--- src/hdl/string_escape_decoder_top_assert.svh ---
// Assertion macros for the escape decoder RTL; sed_fifo is the file that includes them.
// Include by bare file name inside a module that has i_clk and i_rst_n.
`ifndef STRING_ESCAPE_DECODER_TOP_ASSERT_SVH
`define STRING_ESCAPE_DECODER_TOP_ASSERT_SVH

// Clocked check, disabled while reset is held.
`define SED_ASSERT(label, prop, msg) \
    label: assert property (@(posedge i_clk) disable iff (!i_rst_n) (prop)) \
        else $error(msg);

// Clocked check that also holds across reset.
`define SED_ASSERT_ALWAYS(label, prop, msg) \
    label: assert property (@(posedge i_clk) (prop)) else $error(msg);

`endif

--- src/hdl/sed_pkg.sv ---
// Package for the string escape decoder: mode enum, queue entry type,
// character codes and small decode functions. No dependencies.
`timescale 1ns / 1ps
`default_nettype none

package sed_pkg;

    localparam int QUEUE_DEPTH_DEF = 4;

    localparam logic KIND_DATA = 1'b0;
    localparam logic KIND_WARN = 1'b1;

    localparam logic [7:0] CH_LF     = 8'h0A;
    localparam logic [7:0] CH_CR     = 8'h0D;
    localparam logic [7:0] CH_BSLASH = 8'h5C;
    localparam logic [7:0] CH_DASH   = 8'h2D;
    localparam logic [7:0] CH_LOW_C  = 8'h63;
    localparam logic [7:0] CH_UP_C   = 8'h43;
    localparam logic [7:0] CH_UP_M   = 8'h4D;
    localparam logic [7:0] CH_LOW_X  = 8'h78;

    typedef enum logic [2:0] {
        MD_PLAIN = 3'd0,
        MD_ESC   = 3'd1,
        MD_OCT   = 3'd2,
        MD_HEX   = 3'd3,
        MD_CR    = 3'd4,
        MD_PFX   = 3'd5,
        MD_DASH  = 3'd6
    } t_mode;

    typedef struct packed {
        logic       kind;
        logic [7:0] data;
    } t_result;

    // One entry per input byte that yields results; r0 goes out first.
    typedef struct packed {
        logic    two;
        t_result r1;
        t_result r0;
    } t_entry;

    // {hit, value} for the named control escapes.
    function automatic logic [8:0] esc_named(input logic [7:0] c);
        logic [8:0] r;
        unique case (c)
            8'h6E:   r = {1'b1, 8'h0A};   // n
            8'h74:   r = {1'b1, 8'h09};   // t
            8'h72:   r = {1'b1, 8'h0D};   // r
            8'h66:   r = {1'b1, 8'h0C};   // f
            8'h76:   r = {1'b1, 8'h0B};   // v
            8'h61:   r = {1'b1, 8'h07};   // a
            8'h65:   r = {1'b1, 8'h1B};   // e
            8'h62:   r = {1'b1, 8'h08};   // b
            8'h73:   r = {1'b1, 8'h20};   // s
            default: r = {1'b0, 8'h00};
        endcase
        return r;
    endfunction

    // {valid, nibble} for a hex digit.
    function automatic logic [4:0] hex_nib(input logic [7:0] c);
        logic [4:0] r;
        r = 5'b0;
        if (c >= 8'h30 && c <= 8'h39) begin
            r = {1'b1, c[3:0]};
        end else if ((c >= 8'h41 && c <= 8'h46) || (c >= 8'h61 && c <= 8'h66)) begin
            r = {1'b1, c[3:0] + 4'd9};
        end
        return r;
    endfunction

    function automatic logic is_oct(input logic [7:0] c);
        return (c >= 8'h30) && (c <= 8'h37);
    endfunction

endpackage

`default_nettype wire

--- src/hdl/string_escape_decoder_top.sv ---
// Escape decoder top: an accepted input beat's first result passes the queue, then the output register.
// One input beat per cycle while the queue has room; output gives one beat per
// cycle while m_axis_tready is high, so a byte that yields two results takes two output beats.
// Queue of QUEUE_DEPTH entries decouples the escape state machine from output.
// Synchronous active-low reset clears mode, digit state, config and the queue.
`timescale 1ns / 1ps
`default_nettype none

module string_escape_decoder_top #(
    parameter int QUEUE_DEPTH = sed_pkg::QUEUE_DEPTH_DEF
) (
    input  wire logic       i_clk,
    input  wire logic       i_rst_n,
    input  wire logic       i_cfg_wr_en,
    input  wire logic       i_cfg_wr_data,  // keep_escaped_newline
    input  wire logic       s_axis_tvalid,
    output logic            s_axis_tready,
    input  wire logic [7:0] s_axis_tdata,   // [7:0] ch
    input  wire logic       s_axis_tlast,   // last
    output logic            m_axis_tvalid,
    input  wire logic       m_axis_tready,
    output logic [7:0]      m_axis_tdata,   // [7:0] out_byte
    output logic            m_axis_tuser,   // kind
    output logic            m_axis_tlast    // last result of the queue entry
);
    import sed_pkg::*;

    t_entry push_ent, head_ent;
    logic   push, pop, full, empty;

    sed_front u_front (
        .i_clk         (i_clk),
        .i_rst_n       (i_rst_n),
        .i_cfg_wr_en   (i_cfg_wr_en),
        .i_cfg_wr_data (i_cfg_wr_data),
        .s_axis_tvalid (s_axis_tvalid),
        .s_axis_tready (s_axis_tready),
        .s_axis_tdata  (s_axis_tdata),
        .s_axis_tlast  (s_axis_tlast),
        .i_full        (full),
        .o_push        (push),
        .o_entry       (push_ent)
    );

    sed_fifo #(
        .DEPTH (QUEUE_DEPTH)
    ) u_fifo (
        .i_clk   (i_clk),
        .i_rst_n (i_rst_n),
        .i_push  (push),
        .i_entry (push_ent),
        .i_pop   (pop),
        .o_entry (head_ent),
        .o_full  (full),
        .o_empty (empty)
    );

    sed_back u_back (
        .i_clk         (i_clk),
        .i_rst_n       (i_rst_n),
        .i_entry       (head_ent),
        .i_empty       (empty),
        .o_pop         (pop),
        .m_axis_tvalid (m_axis_tvalid),
        .m_axis_tready (m_axis_tready),
        .m_axis_tdata  (m_axis_tdata),
        .m_axis_tuser  (m_axis_tuser),
        .m_axis_tlast  (m_axis_tlast)
    );

endmodule

`default_nettype wire

--- src/hdl/sed_front.sv ---
// Front end of the escape decoder: input handshake, escape state machine,
// configuration register. Pushes one queue entry per byte with results. Uses sed_pkg.
`timescale 1ns / 1ps
`default_nettype none

module sed_front (
    input  wire logic            i_clk,
    input  wire logic            i_rst_n,
    input  wire logic            i_cfg_wr_en,
    input  wire logic            i_cfg_wr_data,
    input  wire logic            s_axis_tvalid,
    output logic                 s_axis_tready,
    input  wire logic [7:0]      s_axis_tdata,   // [7:0] ch
    input  wire logic            s_axis_tlast,   // last
    input  wire logic            i_full,
    output logic                 o_push,
    output sed_pkg::t_entry      o_entry
);
    import sed_pkg::*;

    t_mode      r_mode, n_mode, s_mode;
    logic [7:0] r_accum, n_accum, s_accum;
    logic [1:0] r_count, n_count, s_count;
    logic       r_keep_nl;

    logic       accept;
    logic [7:0] c;
    logic       c_bs;
    logic [8:0] named;
    logic [4:0] hx;
    logic [1:0] res_cnt;
    t_result    res0, res1;

    assign s_axis_tready = !i_full;
    assign accept        = s_axis_tvalid && s_axis_tready;
    assign c             = s_axis_tdata;
    assign c_bs          = (c == CH_BSLASH);
    assign named         = esc_named(c);
    assign hx            = hex_nib(c);

    // Next state for this byte, before the end-of-run flush.
    always_comb begin
        s_mode  = r_mode;
        s_accum = r_accum;
        s_count = r_count;
        unique case (r_mode)
            MD_ESC: begin
                s_mode = MD_PLAIN;
                if (c == CH_CR) begin
                    s_mode = MD_CR;
                end else if (c == CH_LOW_C) begin
                    s_mode = MD_PFX;
                end else if (c == CH_UP_C || c == CH_UP_M) begin
                    s_mode = MD_DASH;
                end else if (c == CH_LOW_X) begin
                    s_accum = 8'h00;
                    s_count = 2'd0;
                    s_mode  = MD_HEX;
                end else if (c != CH_LF && !named[8] && is_oct(c)) begin
                    s_accum = {5'b0, c[2:0]};
                    s_count = 2'd1;
                    s_mode  = MD_OCT;
                end
            end
            MD_OCT: begin
                if (is_oct(c)) begin
                    if (r_count == 2'd2) begin
                        s_accum = 8'h00;
                        s_count = 2'd0;
                        s_mode  = MD_PLAIN;
                    end else begin
                        s_accum = {r_accum[4:0], c[2:0]};
                        s_count = r_count + 2'd1;
                    end
                end else begin
                    s_accum = 8'h00;
                    s_count = 2'd0;
                    s_mode  = c_bs ? MD_ESC : MD_PLAIN;
                end
            end
            MD_HEX: begin
                if (hx[4]) begin
                    if (r_count == 2'd1) begin
                        s_accum = 8'h00;
                        s_count = 2'd0;
                        s_mode  = MD_PLAIN;
                    end else begin
                        s_accum = {r_accum[3:0], hx[3:0]};
                        s_count = r_count + 2'd1;
                    end
                end else begin
                    s_accum = 8'h00;
                    s_count = 2'd0;
                    s_mode  = c_bs ? MD_ESC : MD_PLAIN;
                end
            end
            MD_CR: begin
                s_mode = (c != CH_LF && c_bs) ? MD_ESC : MD_PLAIN;
            end
            MD_DASH: begin
                if (c == CH_DASH) begin
                    s_mode = MD_PFX;
                end else begin
                    s_mode = c_bs ? MD_ESC : MD_PLAIN;
                end
            end
            MD_PFX: begin
                s_mode = c_bs ? MD_ESC : MD_PLAIN;
            end
            default: begin
                s_mode = c_bs ? MD_ESC : MD_PLAIN;
            end
        endcase
    end

    // Last byte of a run returns everything to reset.
    always_comb begin
        n_mode  = r_mode;
        n_accum = r_accum;
        n_count = r_count;
        if (accept) begin
            if (s_axis_tlast) begin
                n_mode  = MD_PLAIN;
                n_accum = 8'h00;
                n_count = 2'd0;
            end else begin
                n_mode  = s_mode;
                n_accum = s_accum;
                n_count = s_count;
            end
        end
    end

    // Results caused by this byte.
    always_comb begin
        res_cnt = 2'd0;
        res0    = '{kind: KIND_DATA, data: c};
        res1    = '{kind: KIND_DATA, data: c};
        unique case (r_mode)
            MD_ESC: begin
                if (c == CH_LF) begin
                    res0.data = CH_LF;
                    res_cnt   = r_keep_nl ? 2'd1 : 2'd0;
                end else if (named[8]) begin
                    res0.data = named[7:0];
                    res_cnt   = 2'd1;
                end else if (c != CH_CR && c != CH_LOW_C && c != CH_UP_C && c != CH_UP_M
                             && c != CH_LOW_X && !is_oct(c)) begin
                    res_cnt = 2'd1;
                end
            end
            MD_OCT: begin
                if (is_oct(c)) begin
                    if (r_count == 2'd2) begin
                        res0.data = {r_accum[4:0], c[2:0]};
                        res_cnt   = 2'd1;
                    end
                end else begin
                    res0.data = r_accum;
                    res_cnt   = c_bs ? 2'd1 : 2'd2;
                end
            end
            MD_HEX: begin
                if (hx[4]) begin
                    if (r_count == 2'd1) begin
                        res0.data = {r_accum[3:0], hx[3:0]};
                        res_cnt   = 2'd1;
                    end
                end else begin
                    res0.data = r_accum;
                    res_cnt   = c_bs ? 2'd1 : 2'd2;
                end
            end
            MD_CR: begin
                if (c == CH_LF) begin
                    res_cnt = r_keep_nl ? 2'd1 : 2'd0;
                end else if (!c_bs) begin
                    res_cnt = 2'd1;
                end
            end
            MD_DASH: begin
                if (c != CH_DASH) begin
                    res0    = '{kind: KIND_WARN, data: 8'h00};
                    res_cnt = c_bs ? 2'd1 : 2'd2;
                end
            end
            MD_PFX: begin
                res_cnt = c_bs ? 2'd0 : 2'd1;
            end
            default: begin
                res_cnt = c_bs ? 2'd0 : 2'd1;
            end
        endcase
        // Flush only follows a byte that itself gave no result.
        if (s_axis_tlast) begin
            if (s_mode == MD_OCT || s_mode == MD_HEX) begin
                res0    = '{kind: KIND_DATA, data: s_accum};
                res_cnt = 2'd1;
            end else if (s_mode == MD_DASH) begin
                res0    = '{kind: KIND_WARN, data: 8'h00};
                res_cnt = 2'd1;
            end
        end
    end

    assign o_push        = accept && (res_cnt != 2'd0);
    assign o_entry.two   = (res_cnt == 2'd2);
    assign o_entry.r0    = res0;
    assign o_entry.r1    = res1;

    always_ff @(posedge i_clk) begin
        if (!i_rst_n) begin
            r_mode    <= MD_PLAIN;
            r_accum   <= 8'h00;
            r_count   <= 2'd0;
            r_keep_nl <= 1'b0;
        end else begin
            r_mode  <= n_mode;
            r_accum <= n_accum;
            r_count <= n_count;
            if (i_cfg_wr_en) begin
                r_keep_nl <= i_cfg_wr_data;
            end
        end
    end

endmodule

`default_nettype wire

--- src/hdl/sed_fifo.sv ---
// Short queue of result entries between front and back of the escape decoder.
// Uses sed_pkg and the assertion macros header.
`timescale 1ns / 1ps
`default_nettype none
`include "string_escape_decoder_top_assert.svh"

module sed_fifo #(
    parameter int DEPTH = sed_pkg::QUEUE_DEPTH_DEF
) (
    input  wire logic            i_clk,
    input  wire logic            i_rst_n,
    input  wire logic            i_push,
    input  wire sed_pkg::t_entry i_entry,
    input  wire logic            i_pop,
    output sed_pkg::t_entry      o_entry,
    output logic                 o_full,
    output logic                 o_empty
);
    import sed_pkg::*;

    localparam int PTR_W = (DEPTH > 1) ? $clog2(DEPTH) : 1;
    localparam int CNT_W = $clog2(DEPTH + 1);

    t_entry             mem [DEPTH];
    logic [PTR_W-1:0]   r_wr_ptr, r_rd_ptr;
    logic [CNT_W-1:0]   r_count;

    assign o_full  = (r_count == CNT_W'(DEPTH));
    assign o_empty = (r_count == '0);
    assign o_entry = mem[r_rd_ptr];

    always_ff @(posedge i_clk) begin
        if (i_push) begin
            mem[r_wr_ptr] <= i_entry;
        end
    end

    always_ff @(posedge i_clk) begin
        if (!i_rst_n) begin
            r_wr_ptr <= '0;
            r_rd_ptr <= '0;
            r_count  <= '0;
        end else begin
            if (i_push) begin
                r_wr_ptr <= (r_wr_ptr == PTR_W'(DEPTH - 1)) ? '0 : r_wr_ptr + 1'b1;
            end
            if (i_pop) begin
                r_rd_ptr <= (r_rd_ptr == PTR_W'(DEPTH - 1)) ? '0 : r_rd_ptr + 1'b1;
            end
            if (i_push && !i_pop) begin
                r_count <= r_count + 1'b1;
            end else if (i_pop && !i_push) begin
                r_count <= r_count - 1'b1;
            end
        end
    end

    `SED_ASSERT(a_no_overflow, !(i_push && o_full), "push into full queue")
    `SED_ASSERT(a_no_underflow, !(i_pop && o_empty), "pop from empty queue")
    `SED_ASSERT(a_count_up, (i_push && !i_pop) |=> (r_count == $past(r_count) + 1'b1),
        "queue count did not follow a push")
    `SED_ASSERT_ALWAYS(a_reset_empty, !i_rst_n |=> o_empty, "queue not empty after reset")

endmodule

`default_nettype wire

--- src/hdl/sed_back.sv ---
// Back end of the escape decoder: takes queue entries and sends their one or
// two results as output beats from an output register. Uses sed_pkg.
`timescale 1ns / 1ps
`default_nettype none

module sed_back (
    input  wire logic            i_clk,
    input  wire logic            i_rst_n,
    input  wire sed_pkg::t_entry i_entry,
    input  wire logic            i_empty,
    output logic                 o_pop,
    output logic                 m_axis_tvalid,
    input  wire logic            m_axis_tready,
    output logic [7:0]           m_axis_tdata,   // [7:0] out_byte
    output logic                 m_axis_tuser,   // kind
    output logic                 m_axis_tlast    // last result of the queue entry
);
    import sed_pkg::*;

    t_entry  r_ent;
    logic    r_valid;
    logic    r_idx;
    logic    take;
    logic    ent_done;
    t_result cur;

    assign cur      = r_idx ? r_ent.r1 : r_ent.r0;
    assign take     = r_valid && m_axis_tready;
    assign ent_done = take && (r_idx || !r_ent.two);
    assign o_pop    = !i_empty && (!r_valid || ent_done);

    assign m_axis_tvalid = r_valid;
    assign m_axis_tdata  = cur.data;
    assign m_axis_tuser  = cur.kind;
    assign m_axis_tlast  = r_idx || !r_ent.two;

    always_ff @(posedge i_clk) begin
        if (o_pop) begin
            r_ent <= i_entry;
        end
    end

    always_ff @(posedge i_clk) begin
        if (!i_rst_n) begin
            r_valid <= 1'b0;
            r_idx   <= 1'b0;
        end else if (o_pop) begin
            r_valid <= 1'b1;
            r_idx   <= 1'b0;
        end else if (ent_done) begin
            r_valid <= 1'b0;
            r_idx   <= 1'b0;
        end else if (take) begin
            // advance to the second result of the entry
            r_idx <= 1'b1;
        end
    end

endmodule

`default_nettype wire
--- config.mk ---
export PLATFORM = sky130hd
export DESIGN_NAME = string_escape_decoder_top
export DESIGN_NICKNAME = d
export VERILOG_FILES = /design/src/hdl/sed_pkg.sv /design/src/hdl/string_escape_decoder_top.sv /design/src/hdl/sed_front.sv /design/src/hdl/sed_fifo.sv /design/src/hdl/sed_back.sv
export VERILOG_INCLUDE_DIRS = /design/src /design/src/hdl
export SDC_FILE = /design/constraint.sdc
export NUM_CORES = 1
export LEC_CHECK = 0
export ABC_AREA = 1
export BUFFER_PORTS_ARGS = -buffer_cell sky130_fd_sc_hd__buf_4
export CAP_MARGIN = 20
export CELL_PAD_IN_SITES_DETAIL_PLACEMENT = 0
export CELL_PAD_IN_SITES_GLOBAL_PLACEMENT = 2
export CORE_AREA = 4 4 148 150
export CTS_CLUSTER_SIZE = 28
export DETAILED_ROUTE_END_ITERATION = 16
export DIE_AREA = 0 0 152 154
export GPL_ROUTABILITY_DRIVEN = 0
export MAX_ROUTING_LAYER = met4
export PLACE_DENSITY_LB_ADDON = 0.12
export SETUP_SLACK_MARGIN = 0.2
export SLEW_MARGIN = 40
export SYNTH_ARGS = -nofsm -noshare
export SYNTH_HDL_FRONTEND = slang
export SYNTH_SLANG_ARGS = --single-unit
--- constraint.sdc ---
create_clock -name i_clk -period 3.3 [get_ports i_clk]
set_clock_uncertainty 0.1 [all_clocks]
set_input_delay 0.66 -clock i_clk [delete_from_list [all_inputs] [get_ports i_clk]]
set_output_delay 0.66 -clock i_clk [all_outputs]
set_load 0.01 [all_outputs]
==> results of run 1 <==
==> through the flow <==
stage	util, %	cells
final	38.0	1081
after global routing	38.0	1081
after CTS	37.6	1078
after detailed placement	34.8	1046
after global placement	34.8	1046
after floorplan	-	687
==> report_power, final <==
| part | internal [mW] | switching [mW] | total [mW] |
|---|---|---|---|
| Clock | 1.12 | 0.656 | 1.77 |
| Sequential | 1.86 | 0.0799 | 1.94 |
| Combinational | 0.464 | 0.793 | 1.26 |
| Total | 3.45 | 1.53 | 4.98 |
==> synth_stat cells (2+ instances only) <==
library cell	n	area (um2)
sky130_fd_sc_hd__a21oi_1	36	180
sky130_fd_sc_hd__a31oi_1	3	18.8
sky130_fd_sc_hd__buf_2	3	15.0
sky130_fd_sc_hd__buf_6	4	45.0
sky130_fd_sc_hd__clkbuf_1	14	52.6
sky130_fd_sc_hd__clkinv_1	3	11.3
sky130_fd_sc_hd__dfxtp_1	23	460
sky130_fd_sc_hd__edfxtp_1	90	2700
sky130_fd_sc_hd__ha_1	11	138
sky130_fd_sc_hd__inv_1	58	218
sky130_fd_sc_hd__inv_2	5	18.8
sky130_fd_sc_hd__nand2_1	152	571
sky130_fd_sc_hd__nand2_2	7	43.8
sky130_fd_sc_hd__nand2_4	2	22.5
sky130_fd_sc_hd__nand3_1	30	150
sky130_fd_sc_hd__nand3_4	3	52.6
sky130_fd_sc_hd__nand4_1	10	62.6
sky130_fd_sc_hd__nor2_1	84	315
sky130_fd_sc_hd__nor2_2	4	25.0
sky130_fd_sc_hd__nor2_4	3	33.8
sky130_fd_sc_hd__nor3_1	5	25.0
sky130_fd_sc_hd__o2111ai_1	4	35.0
sky130_fd_sc_hd__o211ai_1	15	113
sky130_fd_sc_hd__o211ai_2	7	87.6
sky130_fd_sc_hd__o21ai_0	66	330
sky130_fd_sc_hd__o21ai_1	4	20.0
sky130_fd_sc_hd__o21ai_2	2	17.5
sky130_fd_sc_hd__o221ai_1	4	35.0
sky130_fd_sc_hd__o22ai_1	18	113
sky130_fd_sc_hd__xor2_1	2	17.5
==> metal layers <==
layer / part of all wire [%] / track usage, % / vias up
met5: 0 / - / -
met4: 1.0 / 4.62 / 0
met3: 2.3 / 3.04 / 10
met2: 50 / 27.6 / 80
met1: 46 / 19.9 / 2503
li1: - / - / 2609
==> final timing paths <==
path                     startpoint           endpoint
setup reg to reg  u_front.r_mode[0]  u_fifo.r_count[2]
hold / removal        i_cfg_wr_data  u_front.r_keep_nl
setup / recovery    s_axis_tdata[0]  u_fifo.r_count[1]
hold reg to reg   u_front.r_mode[0]  u_front.r_mode[0]
==> flip-flops by register name, indices dropped and copies added, names as in the netlist <==
| signal | flops |
|---|---|
| u_back.m_axis_tvalid | 1 |
| u_back.r_ent | 18 |
| u_back.r_idx | 1 |
| u_fifo.mem | 72 |
| u_fifo.r_count | 3 |
| u_fifo.r_rd_ptr | 2 |
| u_fifo.r_wr_ptr | 2 |
| u_front.r_accum | 8 |
| u_front.r_count | 2 |
| u_front.r_keep_nl | 1 |
| u_front.r_mode | 3 |
==> cells by family (layout without fill, tap and decap cells) <==
kind of cell	count (synthesis)	count (layout)	share of synthesized area, %
compound gates	165	165	16.6
xor+xnor	2	2	0.288
fa+ha+maj	12	12	2.59
buf+inv	89	208	6.11
flops	113	113	52.0
simple gates	306	306	22.4
==> final cells by class <==
cell class                 instances  area, um2  area share [%]
clock buffer                      17        425            5.41
multi-input combinational        485       2640            33.5
timing repair buffer             110        888            11.3
sequential                       113       3160            40.2
clock inverter                    15        158            2.00
tap                              275        344            4.37
inverter                          66        250            3.18
==> timing repair <==
item / CTS / global route
hold buffers: 0 / 0
hold endpoints to repair: 0 / 0
setup endpoints to repair: 0 / 2
resized for setup: 0 / 23
setup buffers: 0 / 3
==> critical path, stage by stage <==
cell,delay (ns)
sky130_fd_sc_hd__buf_4,0.12
sky130_fd_sc_hd__inv_2,0.08
sky130_fd_sc_hd__ha_2,0.18
sky130_fd_sc_hd__inv_1,0.06
sky130_fd_sc_hd__nor3_2,0.24
sky130_fd_sc_hd__nand3_4,0.15
sky130_fd_sc_hd__buf_4,0.17
sky130_fd_sc_hd__clkinv_1,0.05
sky130_fd_sc_hd__o31ai_1,0.07
sky130_fd_sc_hd__a31oi_2,0.24
sky130_fd_sc_hd__nand3_4,0.12
sky130_fd_sc_hd__nand2_2,0.08
sky130_fd_sc_hd__inv_1,0.05
sky130_fd_sc_hd__ha_1,0.19
sky130_fd_sc_hd__inv_2,0.07
sky130_fd_sc_hd__fa_1,0.40
sky130_fd_sc_hd__o21ai_1,0.12
sky130_fd_sc_hd__a21oi_1,0.05
==> results.py, run 1 <==
metrics = {
    "outcome": {
        "run_status": "finished, final reports clean",
    },
    "grt": {
        "grt_first_pass_wirelength_um": 28800,
        "grt_util_all_layers_pct": 16.3,
        "grt_max_degree": 40,
        "grt_overflow": 0,
        "antenna_found_initial": 0,
        "grt_pass1_vias": 5076,
    },
    "floorplanning": {
        "die_height_um": 154,
        "chipWidth_um": 152,
        "num_io_pins": 27,
        "std_cell_rows": 53,
        "effective_utilization_at_floorplan_pct": 29.4,
        "core_area_um2": 20700,
        "floorplan.die_area_um2": 23400,
    },
    "critical_path": {
        "critical_path_arrival_ns": 3.11,
        "timing.reg2reg.setup_slack_ns": 0.52,
        "cp_data_required_time_ns": 3.49,
        "setup.worst_path.end_class": "register",
        "ff2ff_path_depth": 18,
        "cp_max_fo": 7,
        "setup.worst_path.class": "input port to register",
        "cp-start-kind": "input port",
    },
    "routing": {
        "route.detailed.drc": 0,
        "route.detailed.wl_per_inst_um": 17.1,
        "route.detailed.vias_per_inst": 4.81,
        "routed_wl_um": 18500,
        "postRouteAntennaNets": 0,
        "dr_total_vias": 5202,
        "detailedRoute.firstPassIterationCount": 4,
        "drt_first_iter_violations": 285,
    },
    "min_path": {
        "path_class_of_the_lowest_slack_min_delay_path": "input port to register",
        "hold_path_depth": 3,
    },
    "yosys": {
        "synth_nets": 714,
        "average_instance_area_after_synthesis_um2": 8.85,
        "netlist-cell-type-count": 45,
        "synth-edff-count": 90,
        "ys_dominant_reg_cell": "sky130_fd_sc_hd__edfxtp_1",
        "synth_cells": 687,
        "ys_ff_latch": 113,
        "synthesis.area_um2": 6080,
        "synth_warnings": 0,
        "async_flop_share_pct": 0,
        "synth_seq_area_share_pct": 52.0,
    },
    "finish": {
        "layout.cells.most_common": "sky130_fd_sc_hd__nand2_1",
        "postLayoutCellArea_um2": 7870,
        "num_antenna_cells": 0,
        "filler_cell_count": 2124,
        "most_frequent_cells_in_the_layout": "sky130_fd_sc_hd__nand2_1 (149), sky130_fd_sc_hd__buf_4 (105), sky130_fd_sc_hd__edfxtp_1 (90)",
        "flow.area_growth_from_synthesis_pct": 29.4,
        "design.final.nets": 820,
        "drive_gt1_share_pct": 25.3,
    },
    "timing": {
        "tightestPinTransition_ns": 0.644,
        "timing.final.max_slew_violations": 0,
        "worst_slew_margin_rel_pct": 57.0,
        "finalCritPeriodShare_pct": 88.5,
        "finalSetupTns_ns": 0,
        "post_route_setup_slack_ns": 0.380,
        "whs_ns": 0.382,
        "timing.fmax_mhz": 342,
        "rsz_0062_raised_after_global_routing": "true",
        "final-hold-violation-count": 0,
        "finalSetupViolations": 0,
        "fin_crit_ns": 2.92,
    },
    "place": {
        "post-dp-hpwl_um": 13900,
        "pre_cts_ws_ns": -0.140,
        "detailed_place.area_um2": 7190,
        "number_of_port_buffers": 26,
    },
    "clock_tree": {
        "cts_root_buf": "sky130_fd_sc_hd__clkbuf_16",
        "cts_tree": "yes",
        "htreeDepth": 4,
        "clkSinkCount": 113,
        "largest_buffer_count_on_any_clock_path": 2,
        "cts_buffers": 17,
        "clk-insertion-delay-late_ns": 0.40,
        "clk_transition_reported_paths_ns": 0.06,
    },
    "power_and_ir_drop": {
        "power_per_cell_area_nw_per_um2": 633,
        "power_leakage_nw": 3.04,
        "vdd_ir_max_mv": 0.318,
        "total_power_mw": 4.98,
    },
    "run": {
        "max_cap_violations": 0,
    },
}
Power figures use the tool's default switching activity.
==> run 2: changes to the inputs <==
Settings changed: BUFFER_PORTS_ARGS -buffer_cell sky130_fd_sc_hd__buf_4 to -buffer_cell sky130_fd_sc_hd__buf_2, PLACE_DENSITY set to 0.71, PLACE_DENSITY_LB_ADDON 0.12 to not set, RECOVER_POWER set to 50.
==> results.py, run 2 (synthesis results as in run 1) <==
metrics = {
    "grt": {
        "grt_overflow": 0,
        "grt_first_pass_wirelength_um": 28400,
        "globalRouteMet2Util_pct": 25.0,
        "grt_pass1_vias": 5154,
        "grt_max_degree": 40,
        "grt_util_all_layers_pct": 15.9,
        "antenna_found_initial": 0,
        "met1_usage_pct": 20.4,
        "grtUsageMet3_pct": 3.24,
        "grt_most_used_layer": "met2",
    },
    "critical_path": {
        "setup.worst_path.end_class": "register",
        "cp-start-kind": "input port",
        "critPathBufInv": 4,
        "crit_top_cell": "sky130_fd_sc_hd__inv_1",
        "cp_slowest_cell": "sky130_fd_sc_hd__fa_1",
        "path_delay_family": "simple AND/OR/NAND/NOR gates",
        "setup.worst_path.class": "input port to register",
        "critPathMaxStageDelay_ns": 0.38,
        "critical_path_arrival_ns": 3.20,
        "cp_data_required_time_ns": 3.49,
        "cp_max_fo": 6,
        "cp_cell_sequence": "clkbuf_1 > nor2_1 > inv_1 > nor2_4 > nand2_4 > and3_1 > o211ai_4 > nand2_4 > nand3_4 > nand2_2 > inv_1 > ha_1 > inv_1 > fa_1 > a21oi_1 > o21ai_1 > o21ai_1 > a21oi_1",
    },
    "timing": {
        "fin_crit_ns": 3.01,
        "timing.final.max_slew_violations": 0,
        "final-hold-violation-count": 0,
        "timing.fmax_mhz": 333,
        "rsz_0062_raised_after_global_routing": "true",
        "whs_ns": 0.366,
        "finalSetupViolations": 0,
        "finalSetupTns_ns": 0,
        "finalCritPeriodShare_pct": 91.1,
        "tightestPinTransition_ns": 1.44,
        "worst_slew_margin_rel_pct": 3.70,
    },
    "finish": {
        "post-route-util_pct": 37.5,
        "flip_flop_and_latch_area_um2": 3160,
        "reg_top3": "u_fifo.mem x72, u_back.r_ent x18, u_front.r_accum x8",
        "drive_gt1_share_pct": 20.9,
        "postLayoutCellArea_um2": 7750,
        "flow.area_growth_from_synthesis_pct": 27.5,
        "filler_cell_count": 2150,
        "design.final.nets": 824,
        "largest_register_ffs": 72,
        "multi_input_area_um2": 2610,
        "most_flop_heavy_register": "u_fifo.mem",
        "most_frequent_cells_in_the_layout": "sky130_fd_sc_hd__nand2_1 (150), sky130_fd_sc_hd__edfxtp_1 (90), sky130_fd_sc_hd__nor2_1 (82)",
        "num_antenna_cells": 0,
        "layout.cells.most_common": "sky130_fd_sc_hd__nand2_1",
    },
    "routing": {
        "routed_wl_um": 18100,
        "route.detailed.vias_per_inst": 4.89,
        "detailedRoute.firstPassIterationCount": 7,
        "route.detailed.drc": 0,
        "postRouteAntennaNets": 0,
        "route.detailed.wl_per_inst_um": 16.7,
        "dr_total_vias": 5310,
        "drt_first_iter_violations": 349,
    },
    "outcome": {
        "run_status": "finished, final reports clean",
    },
    "clock_tree": {
        "clk-insertion-delay-late_ns": 0.42,
        "clk_transition_reported_paths_ns": 0.06,
        "largest_buffer_count_on_any_clock_path": 2,
        "htreeDepth": 4,
        "post_cts_hold_buffers": 0,
        "cts_buffers": 17,
        "cts_root_buf": "sky130_fd_sc_hd__clkbuf_16",
        "cts_tree": "yes",
        "clkSinkCount": 113,
    },
    "floorplanning": {
        "core_area_um2": 20700,
        "num_io_pins": 27,
        "chipWidth_um": 152,
        "floorplan.die_area_um2": 23400,
        "effective_utilization_at_floorplan_pct": 29.4,
        "die_height_um": 154,
        "std_cell_rows": 53,
    },
    "min_path": {
        "path_class_of_the_lowest_slack_min_delay_path": "input port to register",
    },
    "place": {
        "post-dp-hpwl_um": 13100,
        "number_of_port_buffers": 26,
        "detailed_place.area_um2": 7180,
    },
    "power_and_ir_drop": {
        "power_per_cell_area_nw_per_um2": 645,
        "vdd_ir_max_mv": 0.383,
        "power_leakage_nw": 2.97,
    },
    "run": {
        "max_cap_violations": 0,
    },
}
## run 2: cell types whose count changed in the layout (fill, tap and decap cells not counted), moves of 2 or more
cell | previous run | this run
sky130_fd_sc_hd__inv_2 | 9 | 5
sky130_fd_sc_hd__buf_4 | 105 | 71
sky130_fd_sc_hd__o21ai_0 | 62 | 64
sky130_fd_sc_hd__nand3_1 | 27 | 29
sky130_fd_sc_hd__nor2_1 | 79 | 82
sky130_fd_sc_hd__clkinv_2 | 3 | 1
sky130_fd_sc_hd__clkbuf_1 | 0 | 29
sky130_fd_sc_hd__buf_2 | 0 | 10
sky130_fd_sc_hd__nor2_2 | 7 | 4
sky130_fd_sc_hd__inv_1 | 53 | 56
## run 2: path summary, 6_finish.rpt
| check | to | cells after the start | from | slack, ns |
|---|---|---|---|---|
| max | u_fifo.r_count[2] | 18 | s_axis_tdata[7] | 0.29 |
| min | u_front.r_keep_nl | 3 | i_cfg_wr_data | 0.37 |
| max reg2reg | u_fifo.r_count[2] | 18 | u_front.r_mode[0] | 0.43 |
| min reg2reg | u_front.r_mode[0] | 2 | u_front.r_mode[0] | 0.38 |
## run 2: final cells by class
cell class	instances	share of cell area (%)
inverters	66	3.26
clock buffers	18	5.54
flip-flops and latches	113	40.8
multi-input cells	485	33.7
clock inverters	14	2.31
repair buffers	114	10.0
well taps	275	4.44
## run 2: worst reg2reg max path: cells and delay by family (launching register included)
| family | cells | cell delay, ns |
|---|---|---|
| AND/OR/NAND/NOR | 7 | 0.79 |
| buffers and inverters | 5 | 0.62 |
| adder cells (fa/ha/maj) | 2 | 0.51 |
| AO/OA/AOI/OAI | 4 | 0.41 |
| flip-flops | 1 | 0.32 |
## run 2: report_power, final
part	internal, mW	switching (mW)	leakage [nW]
registers	1.87	0.0876	1.02
logic	0.378	0.778	1.66
clock network	1.20	0.686	0.288
total	3.44	1.55	2.97
## run 2: per-layer routing
layer | vias up | wire (um)
met3 | 27 | 661
li1 | 2616 | -
met5 | - | 0
met1 | 2525 | 8420
met4 | 0 | 391
met2 | 142 | 8640
## run 2: through the flow
stage | power (mW) | worst slack [ns] | instances
after CTS | 5.10 | 0.309 | 1085
after detailed placement | 3.20 | -0.123 | 1053
after floorplan | 2.68 | 0.115 | 687
after global placement | 3.16 | -0.116 | 1053
after global routing | 5.28 | 0.120 | 1085
final | 5.00 | 0.293 | 1085
## run 2: timing repair
action / CTS / global route
buffers inserted: 0 / 0
gates resized for setup: 0 / 18
endpoints found under the setup margin: 0 / 2
